==> src/hdl/cdt_pkg.sv <==
// Shared types and codes for the table sampler.
`default_nettype none
package cdt_pkg;

   // Item kinds carried on tuser
   localparam logic [1:0] KIND_LOAD   = 2'd0;
   localparam logic [1:0] KIND_START  = 2'd1;
   localparam logic [1:0] KIND_RAND   = 2'd2;
   localparam logic [1:0] KIND_UNUSED = 2'd3;

   // Fraction bytes stored per entry
   localparam int FRAC_BYTES = 4;

   // One queued command from the front end
   typedef struct packed {
      logic [1:0]        kind;
      logic [2:0]        table_req;
      logic [7:0]        entry_index;
      logic [15:0]       entry_value;
      logic signed [5:0] entry_offset;
      logic [31:0]       entry_fraction;
      logic              last_entry;
      logic [7:0]        random_byte;
   } cmd_type;

   // Status from the search engine
   typedef struct packed {
      logic cmp_active;
      logic bounds_open;
      logic count_ok;
   } back_stat_type;

endpackage
`default_nettype wire

==> src/hdl/cdt_front.sv <==
// Front end: accepts stream items, drops unused kinds, queues commands.
`default_nettype none
module cdt_front (
   input  wire logic             clock,
   input  wire logic             reset,
   input  wire logic             req_tvalid,
   output      logic             req_tready,
   input  wire logic [79:0]      req_tdata,
   input  wire logic [1:0]       req_tuser,
   input  wire logic             req_tlast,
   output      cdt_pkg::cmd_type cmd,
   output      logic             cmd_valid,
   input  wire logic             cmd_pop
);

   localparam int QDEPTH = 4;

   cdt_pkg::cmd_type queue_ff [QDEPTH];
   logic [1:0] wr_ptr_ff, wr_ptr_in;
   logic [1:0] rd_ptr_ff, rd_ptr_in;
   logic [2:0] level_ff, level_in;
   cdt_pkg::cmd_type item;
   logic push;

   // Unpack the transfer
   always_comb begin
      item.kind           = req_tuser;
      item.table_req      = req_tdata[2:0];
      item.entry_index    = req_tdata[10:3];
      item.entry_value    = req_tdata[26:11];
      item.entry_offset   = $signed(req_tdata[32:27]);
      item.entry_fraction = req_tdata[64:33];
      item.random_byte    = req_tdata[72:65];
      item.last_entry     = req_tlast;
   end

   assign req_tready = (level_ff != 3'(QDEPTH));
   // Drop the unused kind at the door
   assign push       = req_tvalid && req_tready &&
                       (req_tuser == cdt_pkg::KIND_LOAD ||
                        req_tuser == cdt_pkg::KIND_START ||
                        req_tuser == cdt_pkg::KIND_RAND);
   assign cmd_valid  = (level_ff != 3'd0);
   assign cmd        = queue_ff[rd_ptr_ff];

   // Advance pointers and level
   always_comb begin
      wr_ptr_in = push ? wr_ptr_ff + 2'd1 : wr_ptr_ff;
      rd_ptr_in = cmd_pop ? rd_ptr_ff + 2'd1 : rd_ptr_ff;
      level_in  = level_ff + 3'(push) - 3'(cmd_pop);
   end

   always_ff @(posedge clock) begin
      if (reset) begin
         wr_ptr_ff <= '0;
         rd_ptr_ff <= '0;
         level_ff  <= '0;
      end else begin
         wr_ptr_ff <= wr_ptr_in;
         rd_ptr_ff <= rd_ptr_in;
         level_ff  <= level_in;
      end
   end

   // Hold queued payload
   always_ff @(posedge clock) begin
      if (push) begin
         queue_ff[wr_ptr_ff] <= item;
      end
   end

endmodule
`default_nettype wire

==> config.mk <==
export PLATFORM = sky130hd
export DESIGN_NAME = cdt_front
export DESIGN_NICKNAME = d
export VERILOG_FILES = /design/src/hdl/cdt_pkg.sv /design/src/hdl/cdt_front.sv
export SDC_FILE = /design/constraint.sdc
export NUM_CORES = 1
export LEC_CHECK = 0
export BUFFER_PORTS_ARGS = -buffer_cell sky130_fd_sc_hd__buf_2
export CAP_MARGIN = 20
export CORE_UTILIZATION = 55
export DETAILED_ROUTE_END_ITERATION = 12
export PLACE_DENSITY_LB_ADDON = 0.2
export SLEW_MARGIN = 10
export SYNTH_ARGS = -nofsm -noshare
export SYNTH_HDL_FRONTEND = slang
export SYNTH_SLANG_ARGS = --single-unit
export TNS_END_PERCENT = 100
==> constraint.sdc <==
create_clock -name clock -period 3.61 [get_ports clock]
set_clock_uncertainty 0.15 [all_clocks]
set_input_delay 0.361 -clock clock [delete_from_list [all_inputs] [get_ports clock]]
set_output_delay 0.361 -clock clock [all_outputs]
set_load 0.1 [all_outputs]
==> results.tsv <==
metric	value	unit
outcome	completed	
Mapped Area	11500	sq um
Hold Vio Cnt, Final	0	
Max Slew Vio Count	0	
final RePlAce weighted congestion	0.719	
Synth cell types	23	
Num CTS Buffers	30	
register area share after synthesis	81.0	%
Final period util	84.4	%
commonest cells after routing, fill and taps aside	edfxtp_1 (304), buf_2 (157), dlygate4sd3_1 (79)	
crit path kind	reg2out	
grt total ovfl	0	
Combinational Power Share	22.1	%
Clock Latency Late Sink	0.53	ns
CP startpoint kind	flip-flop	
cell count of the worst reg-to-reg path	9	
Hold Path Origin	req_tvalid	
Remaining DRCs	0	
hold depth	4	
fin crit period	3.05	ns
Worst Hold Class	in2reg	
Worst path slowest cell	dfxtp_4	
Die ar.	21500	sq um
Tot GR Track Use	19.6	%
largest stage delay on the critical path	0.75	ns
DP Worst Slack	1.04	ns
Rel. slew slack	57.1	%
Cell Rows	52	
Setup crit end kind	output pin	
CP arrival	2.54	ns
Fillers	1221	
global-route wire length before repair	31.9	mm
sw frac	31.5	%
Initial Util	56.4	%
Post-synth EDFFs	304	
clock-pin slew on the worst setup and hold paths	0.06	ns
via count	5431	
R2R Setup Slk	1.23	ns
Max Root-Sink Buffers	3	
final setup fails	0	
Die Height	147	um
net switching power	3140	uW
Post-Syn Instances	446	
Worst EP required	3.10	ns
Worst Setup EP	cmd[65]	
post-synthesis average cell area	25.8	sq um
Clk pwr share	34.3	%
Leakage	0.00495	uW
pin count of the biggest net entering global routing	44	
ys flop type	edfxtp_1	
Pwr Total	9990	uW
Boundary Pins	165	
area occupied by multi-input gates	1990	sq um
VDD IR max	0.478	mV
storage element area	9320	sq um
CP max FO	29	
post-cts sizing count	0	
die width	147	um
synthesis-to-layout area growth	26.2	%
Syn. warnings	0	
share of layout cells above drive strength 1	41.8	%
Achievable Freq	328	MHz
RSZ-0062 raised after global routing	no	
Iteration-0 DRC Markers	297	
clock tree root buffer cell	clkbuf_16	
TritonCTS clock tree	yes	
H-tree Lvls	1	
Worst-Margin Slew	0.644	ns
Post-Route WL	20.5	mm
P per Cell Area	689	nW/um^2
worst r2r src	level_ff[1]	
IO Port Bufs	157	
fin nets	800	
FF+latch count, synth	313	
via/cell ratio	5.43	
Max Cap Viol	0	
ys async rst share	0	%
initial antenna violation count	0	
WL/cell	20.5	um
TritonRoute pass-1 iters	4	
commonest non-fill, non-tap cell in the layout	edfxtp_1	
number of global-route vias before repair	5921	
core box area	20400	sq um
Syn Nets	540	
DP HPWL	11.7	mm
Setup TNS Final	0	ns
internal power	6850	uW
worst path cell trace	buf_4, mux4_2, buf_2	
worst setup slack after layout	0.563	ns
clock sinks	313	
Diodes inserted	0	
Final ANT Viol Nets	0	
Worst R2R End	level_ff[2]	
Flop pwr share	43.7	%
-- critical path, delay by kind of cell, from the launching register on --
family                 cells  cell delay (ns)
DFF                        1             0.75
buffers and inverters      2             0.69
muxes                      1             0.55
-- synthesized netlist by cell type, types with 3 or more instances --
master    number  share of area (%)
buf_2          5               0.22
buf_12         5               0.87
ha_1           6               0.65
xnor2_1        3               0.23
buf_4          3               0.20
dfxtp_1        9                1.6
edfxtp_1     304                 79
mux4_2        76                 15
inv_1          7               0.23
buf_1          3              0.098
nor2_1         7               0.23
and2_1         4               0.22
-- metrics by stage --
step | utilization (%) | cell area [sq um] | std cells | hold slack (ns)
final | 71.2 | 14500 | 1000 | 0.119
after global routing | 71.2 | 14500 | 1000 | 0.111
after CTS | 71.2 | 14500 | 1000 | 0.0867
after detailed placement | 61.8 | 12600 | 865 | 0.372
after global placement | 61.8 | 12600 | 865 | 0.340
after floorplan | - | 11500 | 446 | 0.310
-- per-layer routing --
layer	share of wire, %	track usage [%]
met3	6.3	4.25
met2	51	32.6
met1	41	26.5
met4	1.9	5.47
met5	0	0
-- logic make-up after synthesis --
group / synth area share, %
compound gates: 0.229
xor+xnor: 0.305
fa+ha+maj: 0.828
buf+inv: 1.74
flops: 81.0
mux: 15.1
simple gates: 0.784
-- how the worst min path moves through the flow --
stage	end	slack, ns
3_5_place_dp	flip-flop	0.37
6_report	wr_ptr_ff[1]	0.12
5_1_grt	wr_ptr_ff[1]	0.11
4_1_cts	wr_ptr_ff[1]	0.09
2_1_floorplan	queue_ff[0][0]	0.31
3_3_place_gp	wr_ptr_ff[1]	0.34
-- power groups by stage --
stage / clock [uW] / sequential (uW) / combinational, uW
after floorplan: 0 / 4400 / 1830
after global placement: 0 / 4420 / 2130
after detailed placement: 0 / 4450 / 2150
after CTS: 3480 / 4370 / 2220
after global routing: 3630 / 4390 / 2290
final: 3420 / 4360 / 2200
-- timing repair --
item / CTS / global route
buffers inserted: 0 / 0
hold buffers: 79 / 0
hold endpoints to repair: 311 / 0
-- cell type report --
cell class	count	area share, %
timing repair buffer	246	11.8
clock buffer	31	5.35
clock inverter	25	2.36
sequential	313	64.2
inverter	7	0.181
multi-input combinational	108	13.7
tap	270	2.33
-- state kept, by name (all words and copies together) (netlist names), named ones only --
register,flops
queue_ff,304
level_ff,3
rd_ptr_ff,2
wr_ptr_ff,2
Note: power is estimated with default switching activity, not from simulation.
